--- config.mk ---
export PLATFORM = sky130hd
export DESIGN_NAME = crc32c_frame_deframer
export DESIGN_NICKNAME = d
export VERILOG_FILES = /design/src/hw/rtl/crcfd_pkg.sv /design/src/hw/rtl/crc32c_frame_deframer.sv
export SDC_FILE = /design/constraint.sdc
export NUM_CORES = 1
export LEC_CHECK = 0
export BUFFER_PORTS_ARGS = -buffer_cell sky130_fd_sc_hd__buf_2
export CORE_ASPECT_RATIO = 1.4
export CORE_MARGIN = 2
export CORE_UTILIZATION = 46
export DETAILED_ROUTE_END_ITERATION = 10
export GPL_ROUTABILITY_DRIVEN = 0
export PLACE_DENSITY = 0.65
export SYNTH_ARGS = -nofsm -noshare
export SYNTH_HDL_FRONTEND = slang
export SYNTH_SLANG_ARGS = --single-unit
export TNS_END_PERCENT = 5
--- constraint.sdc ---
create_clock -name clk -period 17.8 [get_ports clk]
set_input_delay 0 -clock clk [delete_from_list [all_inputs] [get_ports clk]]
set_output_delay 0 -clock clk [all_outputs]
set_load 0.005 [all_outputs]
--- src/hw/rtl/crcfd_pkg.sv ---
// ----------------------------------------------------------------------------
// crcfd_pkg
// Shared types, constants and the bytewise CRC32C step for the frame deframer.
// ----------------------------------------------------------------------------
package crcfd_pkg;

	// Default build parameters
	localparam int LENGTH_COUNT_BITS_DEF = 24;
	localparam int MAC_BYTES_DEF         = 32;

	// Frame layout
	localparam int HDR_CRC_BYTES = 16;
	localparam int HDR_BYTES     = 20;
	localparam int TRAILER_BYTES = 4;

	// Reflected CRC32C polynomial
	localparam logic [31:0] CRC_POLY = 32'h82F6_3B78;
	localparam logic [31:0] CRC_INIT = 32'hFFFF_FFFF;

	// Configuration register reset values
	localparam logic [31:0] MAGIC_RST     = 32'h4943_4631;
	localparam logic [15:0] VER_MIN_RST   = 16'd1;
	localparam logic [15:0] VER_MAX_RST   = 16'd1;
	localparam logic [15:0] TYPE_MAX_RST  = 16'd26;
	localparam logic [31:0] KNOWN_RST     = 32'd1;
	localparam logic [31:0] SIGNED_RST    = 32'd1;
	localparam logic [23:0] PAY_LIMIT_RST = 24'd65536;

	// Configuration register indexes
	typedef enum logic [2:0] {
		REG_MAGIC      = 3'd0,
		REG_VER_MIN    = 3'd1,
		REG_VER_MAX    = 3'd2,
		REG_TYPE_MAX   = 3'd3,
		REG_KNOWN_MASK = 3'd4,
		REG_SIGNED_MASK = 3'd5,
		REG_PAY_LIMIT  = 3'd6,
		REG_SIGN_REQ   = 3'd7
	} reg_idx_t;

	// Frame status codes
	typedef enum logic [3:0] {
		ST_OK          = 4'd0,
		ST_MAGIC       = 4'd1,
		ST_HDR_CRC     = 4'd2,
		ST_VERSION     = 4'd3,
		ST_TYPE        = 4'd4,
		ST_FLAGS       = 4'd5,
		ST_LENGTH      = 4'd6,
		ST_SIGNED_NOKEY = 4'd7,
		ST_NEED_KEY    = 4'd8,
		ST_PAYLOAD_CRC = 4'd9
	} status_t;

	// Result kinds
	localparam logic KIND_DATA   = 1'b0;
	localparam logic KIND_STATUS = 1'b1;

	// One byte through the reflected CRC32C shift register
	function automatic logic [31:0] crc32c_byte(input logic [31:0] crc, input logic [7:0] b);
		logic [31:0] c;
		c = crc ^ {24'd0, b};
		for (int i = 0; i < 8; i++) begin
			c = c[0] ? ((c >> 1) ^ CRC_POLY) : (c >> 1);
		end
		return c;
	endfunction

endpackage

--- src/hw/rtl/crc32c_frame_deframer.sv ---
// ----------------------------------------------------------------------------
// crc32c_frame_deframer
// Parses a length-prefixed byte stream with CRC32C-protected header and
// payload, passes payload bytes on and reports one status per header or frame.
//
//  channel   dir  handshake            fields
//  in        in   in_valid/in_ready    stream_byte
//  out       out  out_valid/out_ready  kind, data_byte, status, msg_type,
//                                      version, flag_bits, frame_length,
//                                      mac_present
//  cfg       in   cfg_wr_en            cfg_index, cfg_wdata
//
// One byte per cycle unless the output stalls: an accepted byte is held in the
// input register, is parsed there, and its result is loaded into the output
// register. The output register frees in the cycle it is taken, so the input
// side only stalls while a result is waiting.
// Any nonzero status halts the parser: bytes are still taken and dropped, and
// nothing more comes out until arst_n is asserted.
// ----------------------------------------------------------------------------
module crc32c_frame_deframer #(
	parameter int LENGTH_COUNT_BITS = crcfd_pkg::LENGTH_COUNT_BITS_DEF,
	parameter int MAC_BYTES         = crcfd_pkg::MAC_BYTES_DEF
) (
	input  logic        clk,
	input  logic        arst_n,
	// Configuration writes
	input  logic        cfg_wr_en,
	input  logic [2:0]  cfg_index,
	input  logic [31:0] cfg_wdata,
	// Stream input
	input  logic        in_valid,
	output logic        in_ready,
	input  logic [7:0]  stream_byte,
	// Results
	output logic        out_valid,
	input  logic        out_ready,
	output logic        kind,
	output logic [7:0]  data_byte,
	output logic [3:0]  status,
	output logic [15:0] msg_type,
	output logic [15:0] version,
	output logic [31:0] flag_bits,
	output logic [23:0] frame_length,
	output logic        mac_present
);
	import crcfd_pkg::*;

	localparam int PW       = LENGTH_COUNT_BITS;
	localparam int MAC_LAST = (MAC_BYTES > 0) ? MAC_BYTES - 1 : 0;
	localparam logic [32:0] CMAX = (33'd1 << PW) - 33'd1;

	typedef enum logic [1:0] {
		PH_HEADER,
		PH_PAYLOAD,
		PH_TRAILER,
		PH_MAC
	} phase_t;

	// Configuration registers
	logic [31:0] magic_q, known_mask_q, signed_mask_q;
	logic [15:0] ver_min_q, ver_max_q, type_max_q;
	logic [23:0] pay_limit_q;
	logic        sign_req_q;

	// Parser state
	phase_t      phase_q, phase_d;
	logic [PW-1:0] pos_q, pos_d;
	logic [31:0] crc_q, crc_d;
	logic        magic_ok_q, magic_ok_d;
	logic [15:0] hdr_ver_q, hdr_ver_d, hdr_type_q, hdr_type_d;
	logic [31:0] hdr_flags_q, hdr_flags_d, hdr_len_q, hdr_len_d;
	logic [31:0] rcv_crc_q, rcv_crc_d;
	logic        halted_q, halted_d;

	// Input stage
	logic        valid_s1;
	logic [7:0]  byte_s1;

	// Output register
	logic        out_valid_q;
	logic        kind_q, signed_q;
	logic [7:0]  data_q;
	status_t     status_q;
	logic [15:0] type_q, ver_q;
	logic [31:0] flags_q;
	logic [23:0] len_q;

	// Parse results
	logic        proc;
	logic        res_valid, res_kind, res_signed;
	status_t     res_status, hdr_status, end_status;
	logic [7:0]  res_data;
	logic [31:0] crc_upd, rcv_shift;
	logic [PW:0] pos_inc;
	logic        is_signed;
	logic [7:0]  magic_want;

	// Parse the held byte when the output register is free or being drained
	assign proc     = valid_s1 && (!out_valid_q || out_ready);
	assign in_ready = !valid_s1 || proc;

	// Configuration writes
	always_ff @(posedge clk or negedge arst_n) begin
		if (!arst_n) begin
			magic_q       <= MAGIC_RST;
			ver_min_q     <= VER_MIN_RST;
			ver_max_q     <= VER_MAX_RST;
			type_max_q    <= TYPE_MAX_RST;
			known_mask_q  <= KNOWN_RST;
			signed_mask_q <= SIGNED_RST;
			pay_limit_q   <= PAY_LIMIT_RST;
			sign_req_q    <= 1'b0;
		end else if (cfg_wr_en) begin
			unique case (reg_idx_t'(cfg_index))
				REG_MAGIC:       magic_q       <= cfg_wdata;
				REG_VER_MIN:     ver_min_q     <= cfg_wdata[15:0];
				REG_VER_MAX:     ver_max_q     <= cfg_wdata[15:0];
				REG_TYPE_MAX:    type_max_q    <= cfg_wdata[15:0];
				REG_KNOWN_MASK:  known_mask_q  <= cfg_wdata;
				REG_SIGNED_MASK: signed_mask_q <= cfg_wdata;
				REG_PAY_LIMIT:   pay_limit_q   <= cfg_wdata[23:0];
				REG_SIGN_REQ:    sign_req_q    <= cfg_wdata[0];
				default:         ;
			endcase
		end
	end

	// Capture the incoming byte
	always_ff @(posedge clk or negedge arst_n) begin
		if (!arst_n) begin
			valid_s1 <= 1'b0;
		end else if (in_ready) begin
			valid_s1 <= in_valid;
		end
	end

	always_ff @(posedge clk) begin
		if (in_ready) begin
			byte_s1 <= stream_byte;
		end
	end

	// Shared helpers
	assign crc_upd   = crc32c_byte(crc_q, byte_s1);
	assign rcv_shift = {rcv_crc_q[23:0], byte_s1};
	assign pos_inc   = {1'b0, pos_q} + {{PW{1'b0}}, 1'b1};
	assign is_signed = |(hdr_flags_q & signed_mask_q);

	// Expected magic byte, most significant first
	always_comb begin
		case (pos_q[1:0])
			2'd0:    magic_want = magic_q[31:24];
			2'd1:    magic_want = magic_q[23:16];
			2'd2:    magic_want = magic_q[15:8];
			default: magic_want = magic_q[7:0];
		endcase
	end

	// Header checks in priority order, on the completed header
	always_comb begin
		logic sig;
		sig = |(hdr_flags_q & signed_mask_q);
		if (!magic_ok_q)
			hdr_status = ST_MAGIC;
		else if (rcv_shift != ~crc_q)
			hdr_status = ST_HDR_CRC;
		else if (hdr_ver_q < ver_min_q || hdr_ver_q > ver_max_q)
			hdr_status = ST_VERSION;
		else if (hdr_type_q == 16'd0 || hdr_type_q > type_max_q)
			hdr_status = ST_TYPE;
		else if ((hdr_flags_q & ~known_mask_q) != 32'd0)
			hdr_status = ST_FLAGS;
		else if (hdr_len_q > {8'd0, pay_limit_q} || {1'b0, hdr_len_q} > CMAX)
			hdr_status = ST_LENGTH;
		else if (sig && !sign_req_q)
			hdr_status = ST_SIGNED_NOKEY;
		else if (!sig && sign_req_q)
			hdr_status = ST_NEED_KEY;
		else
			hdr_status = ST_OK;
	end

	// Next state and result for the held byte
	always_comb begin
		logic [31:0] rcv_fin;
		logic        at_end;
		phase_d     = phase_q;
		pos_d       = pos_q;
		crc_d       = crc_q;
		magic_ok_d  = magic_ok_q;
		hdr_ver_d   = hdr_ver_q;
		hdr_type_d  = hdr_type_q;
		hdr_flags_d = hdr_flags_q;
		hdr_len_d   = hdr_len_q;
		rcv_crc_d   = rcv_crc_q;
		halted_d    = halted_q;
		res_valid   = 1'b0;
		res_kind    = KIND_STATUS;
		res_data    = 8'd0;
		res_status  = ST_OK;
		res_signed  = is_signed;
		end_status  = ST_OK;
		rcv_fin     = rcv_crc_q;
		at_end      = 1'b0;

		if (!halted_q) begin
			unique case (phase_q)
				PH_HEADER: begin
					pos_d = pos_inc[PW-1:0];
					if (pos_q < PW'(HDR_CRC_BYTES))
						crc_d = crc_upd;
					if (pos_q < PW'(4)) begin
						if (byte_s1 != magic_want)
							magic_ok_d = 1'b0;
					end else if (pos_q < PW'(6)) begin
						hdr_ver_d = {hdr_ver_q[7:0], byte_s1};
					end else if (pos_q < PW'(8)) begin
						hdr_type_d = {hdr_type_q[7:0], byte_s1};
					end else if (pos_q < PW'(12)) begin
						hdr_flags_d = {hdr_flags_q[23:0], byte_s1};
					end else if (pos_q < PW'(HDR_CRC_BYTES)) begin
						hdr_len_d = {hdr_len_q[23:0], byte_s1};
					end else begin
						rcv_crc_d = rcv_shift;
					end
					// Last header byte: report errors or start the payload
					if (pos_q == PW'(HDR_BYTES - 1)) begin
						if (hdr_status != ST_OK) begin
							res_valid  = 1'b1;
							res_status = hdr_status;
							halted_d   = 1'b1;
						end else begin
							crc_d     = CRC_INIT;
							rcv_crc_d = 32'd0;
							pos_d     = '0;
							phase_d   = (hdr_len_q == 32'd0) ? PH_TRAILER : PH_PAYLOAD;
						end
					end
				end
				PH_PAYLOAD: begin
					crc_d     = crc_upd;
					pos_d     = pos_inc[PW-1:0];
					res_valid = 1'b1;
					res_kind  = KIND_DATA;
					res_data  = byte_s1;
					if (33'(pos_inc) >= {1'b0, hdr_len_q}) begin
						pos_d   = '0;
						phase_d = PH_TRAILER;
					end
				end
				PH_TRAILER: begin
					rcv_crc_d = rcv_shift;
					rcv_fin   = rcv_shift;
					pos_d     = pos_inc[PW-1:0];
					if (pos_q == PW'(TRAILER_BYTES - 1)) begin
						pos_d = '0;
						if (is_signed && MAC_BYTES > 0)
							phase_d = PH_MAC;
						else
							at_end = 1'b1;
					end
				end
				PH_MAC: begin
					pos_d = pos_inc[PW-1:0];
					if (pos_q == PW'(MAC_LAST)) begin
						pos_d  = '0;
						at_end = 1'b1;
					end
				end
				default: ;
			endcase

			// Frame end: check the payload CRC, restart or halt
			if (at_end) begin
				end_status = (rcv_fin == ~crc_q) ? ST_OK : ST_PAYLOAD_CRC;
				res_valid  = 1'b1;
				res_status = end_status;
				if (end_status == ST_OK) begin
					phase_d     = PH_HEADER;
					pos_d       = '0;
					crc_d       = CRC_INIT;
					magic_ok_d  = 1'b1;
					hdr_ver_d   = 16'd0;
					hdr_type_d  = 16'd0;
					hdr_flags_d = 32'd0;
					hdr_len_d   = 32'd0;
					rcv_crc_d   = 32'd0;
				end else begin
					halted_d = 1'b1;
				end
			end
		end
	end

	// Advance parser state
	always_ff @(posedge clk or negedge arst_n) begin
		if (!arst_n) begin
			phase_q     <= PH_HEADER;
			pos_q       <= '0;
			crc_q       <= CRC_INIT;
			magic_ok_q  <= 1'b1;
			hdr_ver_q   <= 16'd0;
			hdr_type_q  <= 16'd0;
			hdr_flags_q <= 32'd0;
			hdr_len_q   <= 32'd0;
			rcv_crc_q   <= 32'd0;
			halted_q    <= 1'b0;
		end else if (proc) begin
			phase_q     <= phase_d;
			pos_q       <= pos_d;
			crc_q       <= crc_d;
			magic_ok_q  <= magic_ok_d;
			hdr_ver_q   <= hdr_ver_d;
			hdr_type_q  <= hdr_type_d;
			hdr_flags_q <= hdr_flags_d;
			hdr_len_q   <= hdr_len_d;
			rcv_crc_q   <= rcv_crc_d;
			halted_q    <= halted_d;
		end
	end

	// Output register: load a new result, drop it once taken
	always_ff @(posedge clk or negedge arst_n) begin
		if (!arst_n) begin
			out_valid_q <= 1'b0;
		end else if (proc && res_valid) begin
			out_valid_q <= 1'b1;
		end else if (out_ready) begin
			out_valid_q <= 1'b0;
		end
	end

	always_ff @(posedge clk) begin
		if (proc && res_valid) begin
			kind_q   <= res_kind;
			data_q   <= res_data;
			if (res_kind == KIND_STATUS) begin
				status_q <= res_status;
				type_q   <= hdr_type_q;
				ver_q    <= hdr_ver_q;
				flags_q  <= hdr_flags_q;
				len_q    <= hdr_len_q[23:0];
				signed_q <= res_signed;
			end else begin
				status_q <= ST_OK;
				type_q   <= 16'd0;
				ver_q    <= 16'd0;
				flags_q  <= 32'd0;
				len_q    <= 24'd0;
				signed_q <= 1'b0;
			end
		end
	end

	assign out_valid    = out_valid_q;
	assign kind         = kind_q;
	assign data_byte    = data_q;
	assign status       = status_q;
	assign msg_type     = type_q;
	assign version      = ver_q;
	assign flag_bits    = flags_q;
	assign frame_length = len_q;
	assign mac_present  = signed_q;

	// Halt is sticky until reset
	a_halt_sticky: assert property (@(posedge clk) disable iff (!arst_n)
		halted_q |=> halted_q)
		else $error("parser left halt without reset");

	// No result is produced once halted
	a_halt_quiet: assert property (@(posedge clk) disable iff (!arst_n)
		halted_q && !out_valid_q |=> !out_valid_q)
		else $error("result produced while halted");

	// Payload phase only with a nonzero length
	a_payload_len: assert property (@(posedge clk) disable iff (!arst_n)
		phase_q == PH_PAYLOAD |-> hdr_len_q != 32'd0)
		else $error("payload phase with zero length");

	// Header position stays inside the header while parsing
	a_hdr_pos: assert property (@(posedge clk) disable iff (!arst_n)
		phase_q == PH_HEADER && !halted_q |-> pos_q < PW'(HDR_BYTES))
		else $error("header position out of range");

endmodule

==> metrics.md, run 1 <==
| Metric | Value |
|---|---|
| Run status | `finished, final reports clean` |
| Mapped cell area | `23,200 µm²` |
| Syn nets | `2,096` |
| Vias in the first global route | `16,877` |
| Clock Latency Late Sink | `0.59 ns` |
| Reg-to-reg setup timing slack | `12.43 ns` |
| Highest clock rate | `186 MHz` |
| Total gr overflow | `0` |
| Largest net degree at the start of global routing | `126` |
| P per Cell Area | `103 nW/µm²` |
| Cts repair resizes | `0` |
| Clock sinks | `469` |
| I/O Buffers | `151` |
| Hold buffers post-CTS | `47` |
| Gate power share | `0.147` |
| Max cap viols | `0` |
| Rows | `97` |
| Clk pwr share | `0.382` |
| Fin. max-slew vios | `0` |
| Critical Path AT | `5.88 ns` |
| Chip Width | `194 µm` |
| Vias | `16,323` |
| Worst slew margin | `0.142` |
| Worst slew pin tran | `1.28 ns` |
| Cell with the most instances after synthesis | `dfrtp_1` |
| Period utilization | `0.302` |
| Design area | `26,700 µm²` |
| Final hold vios | `0` |
| WL per Instance | `23.1 µm` |
| Synthesized instance count | `1,948` |
| Async S/R FF share, synth | `0.765` |
| Via-per-instance ratio | `5.81` |
| Setup CP Type | `flop to flop` |
| Clock tree buffer depth | `3` |
| NetSw | `744 µW` |
| Post-Route Setup TNS | `0 ns` |
| Dpl hpwl | `45,100 µm` |
| Worst Min Path Start | `cfg_index[1]` |
| RSZ-0062 raised after global routing | `false` |
| Core Area | `49,900 µm²` |
| Max FO, Critical Path | `19` |
| DRT iter0 DRCs | `1,392` |
| DRT Pass-1 Iters | `6` |
| CTS root buf | `clkbuf_16` |
| Top_reg_cell synth | `dfrtp_1` |
| Lkg Pwr | `0.0120 µW` |
| Overall routing resource usage | `0.248` |
| First-pass GRT wire length | `101,000 µm` |
| CP Launch Point | `pos_q[1]$_DFFE_PN0P_` |
| Fin nets | `2,274` |
| TritonCTS clock tree | `done` |
| Synth top area share | `0.330` |
| R2R Path Start | `pos_q[1]$_DFFE_PN0P_` |
| Peak supply drop | `0.0752 mV` |
| Setup crit start kind | `flop` |
| Initial Util | `0.465` |
| Sequential-to-total area share from yosys stat | `0.533` |
| Internal Pwr Total | `2010 µW` |
| Yosys cell types | `79` |
| Synth top cells by count | `306 x dfrtp_1, 149 x a22o_1, 139 x mux2_2` |
| Area after DPL | `24,600 µm²` |
| Clk slew on worst S/H paths | `0.06 ns` |
| Synth area leaders | `dfrtp_1 33%, edfxtp_1 14%, mux2_2 6.7%` |
| P&R area growth vs syn | `15.0%` |
| Post-synth EDFFs | `110` |
| Seq pwr share | `0.471` |
| DRC errors left | `0` |
| I/O pins | `152` |
| Layout Skew | `0.0273 ns` |
| Final setup viols | `0` |
| Final min period | `5.37 ns` |
| Flops & latches, synth | `469` |
| HP Class | `primary input to flop` |
| Crit path required time | `18.31 ns` |
| Warnings from Yosys | `0` |
| Routed WL | `64,900 µm` |
| Initial antenna violation count | `0` |
| Synthesized area per cell | `11.9 µm²` |
| CTS Buf Count | `47` |
| Total die area | `52,300 µm²` |
| Sw Ratio | `0.271` |
| Antenna diode count | `0` |
| Synth area leader | `dfrtp_1` |
| Post-CTS Setup Inserts | `0` |
| Antenna-violating nets left | `0` |
| Share of cells above drive strength 1 | `0.236` |
| Crit. End Element | `flop` |
| Die H | `270 µm` |
| H-tree depth | `2` |
==> sequential cells by signal (all words and copies together) (netlist names), 2 cells and up <==
| name | cells |
|---|---|
| hdr_flags_q | 32 |
| rcv_crc_q | 32 |
| hdr_ver_q | 16 |
| hdr_len_q | 32 |
| hdr_type_q | 16 |
| msg_type | 16 |
| byte_s1 | 8 |
| version | 16 |
| known_mask_q | 32 |
| frame_length | 24 |
| flag_bits | 32 |
| phase_q | 2 |
| ver_max_q | 16 |
| ver_min_q | 16 |
| crc_q | 32 |
| data_byte | 8 |
| status | 4 |
| type_max_q | 16 |
| pos_q | 24 |
| magic_q | 32 |
| signed_mask_q | 32 |
| pay_limit_q | 24 |
==> cell type report <==
cell class                      count  area [µm²]
Clock buffer                       69        1420
Clock inverter                     19         218
Multi-Input combinational cell   1245        9930
Tap cell                          643         805
Fill cell                        4238       23200
Sequential cell                   469       12400
Timing Repair Buffer              224        1430
Inverter                          139         522
==> metal layers <==
metal | track usage | share of wire | routed length [µm]
met1 | 0.313 | 0.41 | 26600
met2 | 0.434 | 0.51 | 33000
met3 | 0.0314 | 0.045 | 2890
met4 | 0.0950 | 0.038 | 2460
met5 | 0 | 0 | 0
==> power groups by stage <==
stage | clock (µW) | sequential (µW) | combinational [µW]
2_1_floorplan | 0 | 1280 | 297
3_3_place_gp | 0 | 1300 | 380
3_5_place_dp | 0 | 1310 | 393
4_1_cts | 1070 | 1290 | 405
5_1_grt | 1110 | 1310 | 447
6_report | 1050 | 1290 | 404
==> path summary, 6_finish.rpt <==
path,endpoint,cells past startpoint
worst max-delay path,pos_q[10]$_DFFE_PN0P_,16
worst min-delay path,sign_req_q$_DFFE_PN0P_,3
worst max register to register,pos_q[10]$_DFFE_PN0P_,16
worst min register to register,magic_q[2]$_DFFE_PN0P_,1
max in group asynchronous,known_mask_q[1]$_DFFE_PN0P_,4
min in group asynchronous,rcv_crc_q[29]$_DFFE_PN0P_,2
==> logic make-up after synthesis <==
kind of cell / share of synthesized area
buf+inv: 0.0425
simple gates: 0.0990
xor+xnor: 0.0644
mux: 0.0787
flops: 0.533
fa+ha+maj: 0.0539
compound gates: 0.129
==> metrics by stage <==
step,worst slack (ns),hold slack (ns),power [µW],std cells,utilization
after floorplan,10.31,-0.296,1570,1948,-
after global placement,12.78,0.172,1680,2673,0.493
after detailed placement,12.54,0.178,1700,2673,0.493
after CTS,12.52,0.0234,2760,2808,0.535
after global routing,12.10,0.0380,2860,2808,0.535
final,12.43,0.0436,2750,2808,0.535
==> placed cells by master (no fill, tap or decap), drive strengths merged, types with 34 or more instances in the layout <==
cell type / netlist / routed
a21oi: 55 / 55
a22o: 149 / 149
buf: 41 / 177
clkbuf: 54 / 69
dfrtp: 306 / 306
dfstp: 53 / 53
dlygate4sd3: 0 / 47
edfxtp: 110 / 110
ha: 100 / 100
inv: 138 / 145
mux2: 139 / 139
nand2: 84 / 84
nand4: 50 / 50
nor2: 100 / 100
nor2b: 39 / 39
nor4: 34 / 34
o21ai: 50 / 50
xnor2: 108 / 108
xor2: 54 / 54
==> worst max-delay path, cell delays in order, from the launching register on <==
cell and delay [ns]:
dfrtp_1 0.43, ha_1 0.25, clkinv_1 0.44, nor2_1 0.39, nand4_1 0.25, nor2_1 0.28
nand2_1 0.10, xnor2_1 0.16, ha_1 0.22, a211oi_1 0.31, nand2_1 0.13, a211o_1 0.28
a211o_1 0.27, a21oi_1 0.29, a211oi_1 0.23, nor2_1 1.00, a22o_1 0.27
(Power assumes the default switching activity.)
==> run 2: changes to the inputs <==
- clock period: 17.8 -> 5.45 ns (I/O delays scaled with it)
==> metrics.md, run 2 (synthesized netlist as in run 1, its figures left out) <==
| Metric | Value |
|---|---|
| Max FO, Critical Path | `18 (was 19)` |
| Initial Util | `0.465 (unchanged)` |
| M3 GR Usage | `0.0284 (was 0.0314)` |
| Max cap viols | `0 (unchanged)` |
| Setup CP Type | `flop to flop (unchanged)` |
| RSZ-0062 raised after global routing | `false (unchanged)` |
| Period utilization | `0.907 (was 0.302)` |
| DRT iter0 DRCs | `1,352 (was 1,392)` |
| Gr busiest metal | `met2 (unchanged)` |
| Initial antenna violation count | `0 (unchanged)` |
| Via-per-instance ratio | `5.89 (was 5.81)` |
| Peak supply drop | `0.244 mV (was 0.0752 mV)` |
| I/O Buffers | `151 (unchanged)` |
| First-pass GRT wire length | `102,000 µm (was 101,000 µm)` |
| Core Area | `49,900 µm² (unchanged)` |
| Final min period | `4.94 ns (was 5.37 ns)` |
| H-tree depth | `2 (unchanged)` |
| Final hold vios | `0 (unchanged)` |
| CP max-delay cell | `nor2_2 (was nor2_1)` |
| Routed WL | `65,800 µm (was 64,900 µm)` |
| Vias | `16,548 (was 16,323)` |
| Rows | `97 (unchanged)` |
| DRC errors left | `0 (unchanged)` |
| P&R area growth vs syn | `14.9% (was 15.0%)` |
| CP bufs+invs | `0 (was 1)` |
| Total gr overflow | `0 (unchanged)` |
| Met1 Use GR | `0.317 (was 0.313)` |
| CTS Buf Count | `45 (was 47)` |
| Layout Skew | `0.0240 ns (was 0.0273 ns)` |
| Highest clock rate | `202 MHz (was 186 MHz)` |
| Critical Path AT | `5.46 ns (was 5.88 ns)` |
| Largest net degree at the start of global routing | `163 (was 126)` |
| CP delay by family, top | `simple AND/OR/NAND/NOR gates (unchanged)` |
| Power consumption | `8810 µW (was 2750 µW)` |
| Worst slew margin | `0.235 (was 0.142)` |
| Area after DPL | `24,600 µm² (about the same)` |
| Clock tree buffer depth | `3 (unchanged)` |
| Setup crit start kind | `flop (unchanged)` |
| Number of fill cells | `4,219 (was 4,238)` |
| Total die area | `52,300 µm² (unchanged)` |
| Run status | `finished, final reports clean (unchanged)` |
| HP Class | `primary input to flop (unchanged)` |
| DRT Pass-1 Iters | `5 (was 6)` |
| GRT met2 Usage | `0.434 (about the same)` |
| Worst-path cell chain | `nand3_1, nor3_1, nand4_1, or2_2, nor2b_1, nand3_1, xnor2_1, ha_1, a211oi_1, o21ai_0, a21oi_1, nor3_1, a21oi_1, a211oi_1, nor2_2, a22o_1 (was ha_1, clkinv_1, nor2_1, nand4_1, nor2_1, nand2_1, xnor2_1, ha_1, a211oi_1, nand2_1, a211o_1, a211o_1, a21oi_1, a211oi_1, nor2_1, a22o_1)` |
| Worst path max stage delay | `0.65 ns (was 1.00 ns)` |
| Fin nets | `2,276 (was 2,274)` |
| TritonCTS clock tree | `done (unchanged)` |
| Crit path required time | `5.96 ns (was 18.31 ns)` |
| Worst slew pin tran | `1.15 ns (was 1.28 ns)` |
| I/O pins | `152 (unchanged)` |
| WL per Instance | `23.4 µm (was 23.1 µm)` |
| Vias in the first global route | `17,296 (was 16,877)` |
| Crit. End Element | `flop (unchanged)` |
| CTS root buf | `clkbuf_16 (unchanged)` |
| Post-Route Setup TNS | `0 ns (unchanged)` |
| Fin. max-slew vios | `0 (unchanged)` |
| Clk slew on worst S/H paths | `0.07 ns (was 0.06 ns)` |
| Most common cell after layout, fill and taps aside | `dfrtp_1 (unchanged)` |
| P per Cell Area | `331 nW/µm² (was 103 nW/µm²)` |
| Most frequent cells in the layout | `306 x dfrtp_1, 150 x buf_2, 149 x a22o_1 (unchanged)` |
| Clock sinks | `469 (unchanged)` |
| Lkg Pwr | `0.0120 µW (about the same)` |
| Chip Width | `194 µm (unchanged)` |
| Die H | `270 µm (unchanged)` |
| Dpl hpwl | `45,500 µm (was 45,100 µm)` |
| Design area | `26,700 µm² (about the same)` |
| Overall routing resource usage | `0.251 (was 0.248)` |
| Share of cells above drive strength 1 | `0.235 (was 0.236)` |
| Antenna-violating nets left | `0 (unchanged)` |
| Clock Latency Late Sink | `0.59 ns (about the same)` |
| Final setup viols | `0 (unchanged)` |
run 2: cell count changes in the layout (fill, tap and decap cells not counted), moves of 2 or more:
cell | previous run | this run
clkbuf_16 | 52 | 45
buf_12 | 0 | 3
inv_4 | 3 | 1
clkinvlp_4 | 1 | 3
clkinv_2 | 7 | 5
clkbuf_8 | 5 | 8
clkinv_4 | 1 | 3
clkbuf_1 | 11 | 9
dlygate4sd3_1 | 47 | 49
clkinv_1 | 1 | 4
run 2: repair_timing:
item                       4_1_cts  5_1_grt
hold endpoints to repair       245        0
hold buffers                    50        0
setup endpoints to repair        0       18
buffers inserted                 0        0
resized for setup                0        1
run 2: path summary, 6_finish.rpt:
path | endpoint | cells past startpoint | slack [ns] | start
setup / recovery | pos_q[7]$_DFFE_PN0P_ | 16 | 0.51 | pos_q[2]$_DFFE_PN0P_
hold / removal | byte_s1[1]$_DFFE_PP_ | 2 | 0.12 | stream_byte[1]
setup reg to reg | pos_q[7]$_DFFE_PN0P_ | 16 | 0.51 | pos_q[2]$_DFFE_PN0P_
hold reg to reg | pay_limit_q[12]$_DFFE_PN0P_ | 1 | 0.51 | pay_limit_q[12]$_DFFE_PN0P_
max in group asynchronous | type_max_q[0]$_DFFE_PN0P_ | 4 | 3.73 | arst_n
min in group asynchronous | hdr_len_q[0]$_DFFE_PN0P_ | 3 | 0.48 | arst_n
run 2: per-layer routing:
metal,part of all wire,up-vias
li1,-,7402
met1,0.41,8396
met2,0.49,555
met3,0.045,195
met4,0.047,0
met5,0,-
run 2: power breakdown:
group / leakage [µW] / switching (µW) / internal (µW)
Combinational: 0.00548 / 726 / 621
Clock: 0.000739 / 1430 / 1800
Sequential: 0.00573 / 275 / 3960
Total: 0.0120 / 2430 / 6380
run 2: cell type report:
cell class / instances / area (µm²) / share of cell area
clock inverter: 22 / 256 / 0.00962
multi-input combinational: 1245 / 9940 / 0.373
timing repair buffer: 228 / 1500 / 0.0564
clock buffer: 62 / 1270 / 0.0476
inverter: 139 / 522 / 0.0196
antenna: 1 / 2.50 / 0.0000939
sequential: 469 / 12400 / 0.463
tap: 643 / 805 / 0.0302
run 2: metrics by stage:
| stage | hold slack, ns | utilization | std cells | worst slack (ns) |
|---|---|---|---|---|
| global placement | 0.00691 | 0.493 | 2674 | 0.456 |
| floorplan | -0.296 | - | 1948 | 0.192 |
| finish | 0.124 | 0.534 | 2809 | 0.507 |
| global route | 0.132 | 0.534 | 2808 | 0.0125 |
| CTS | 0.0998 | 0.534 | 2808 | 0.133 |
| detailed placement | 0.0147 | 0.493 | 2674 | 0.161 |
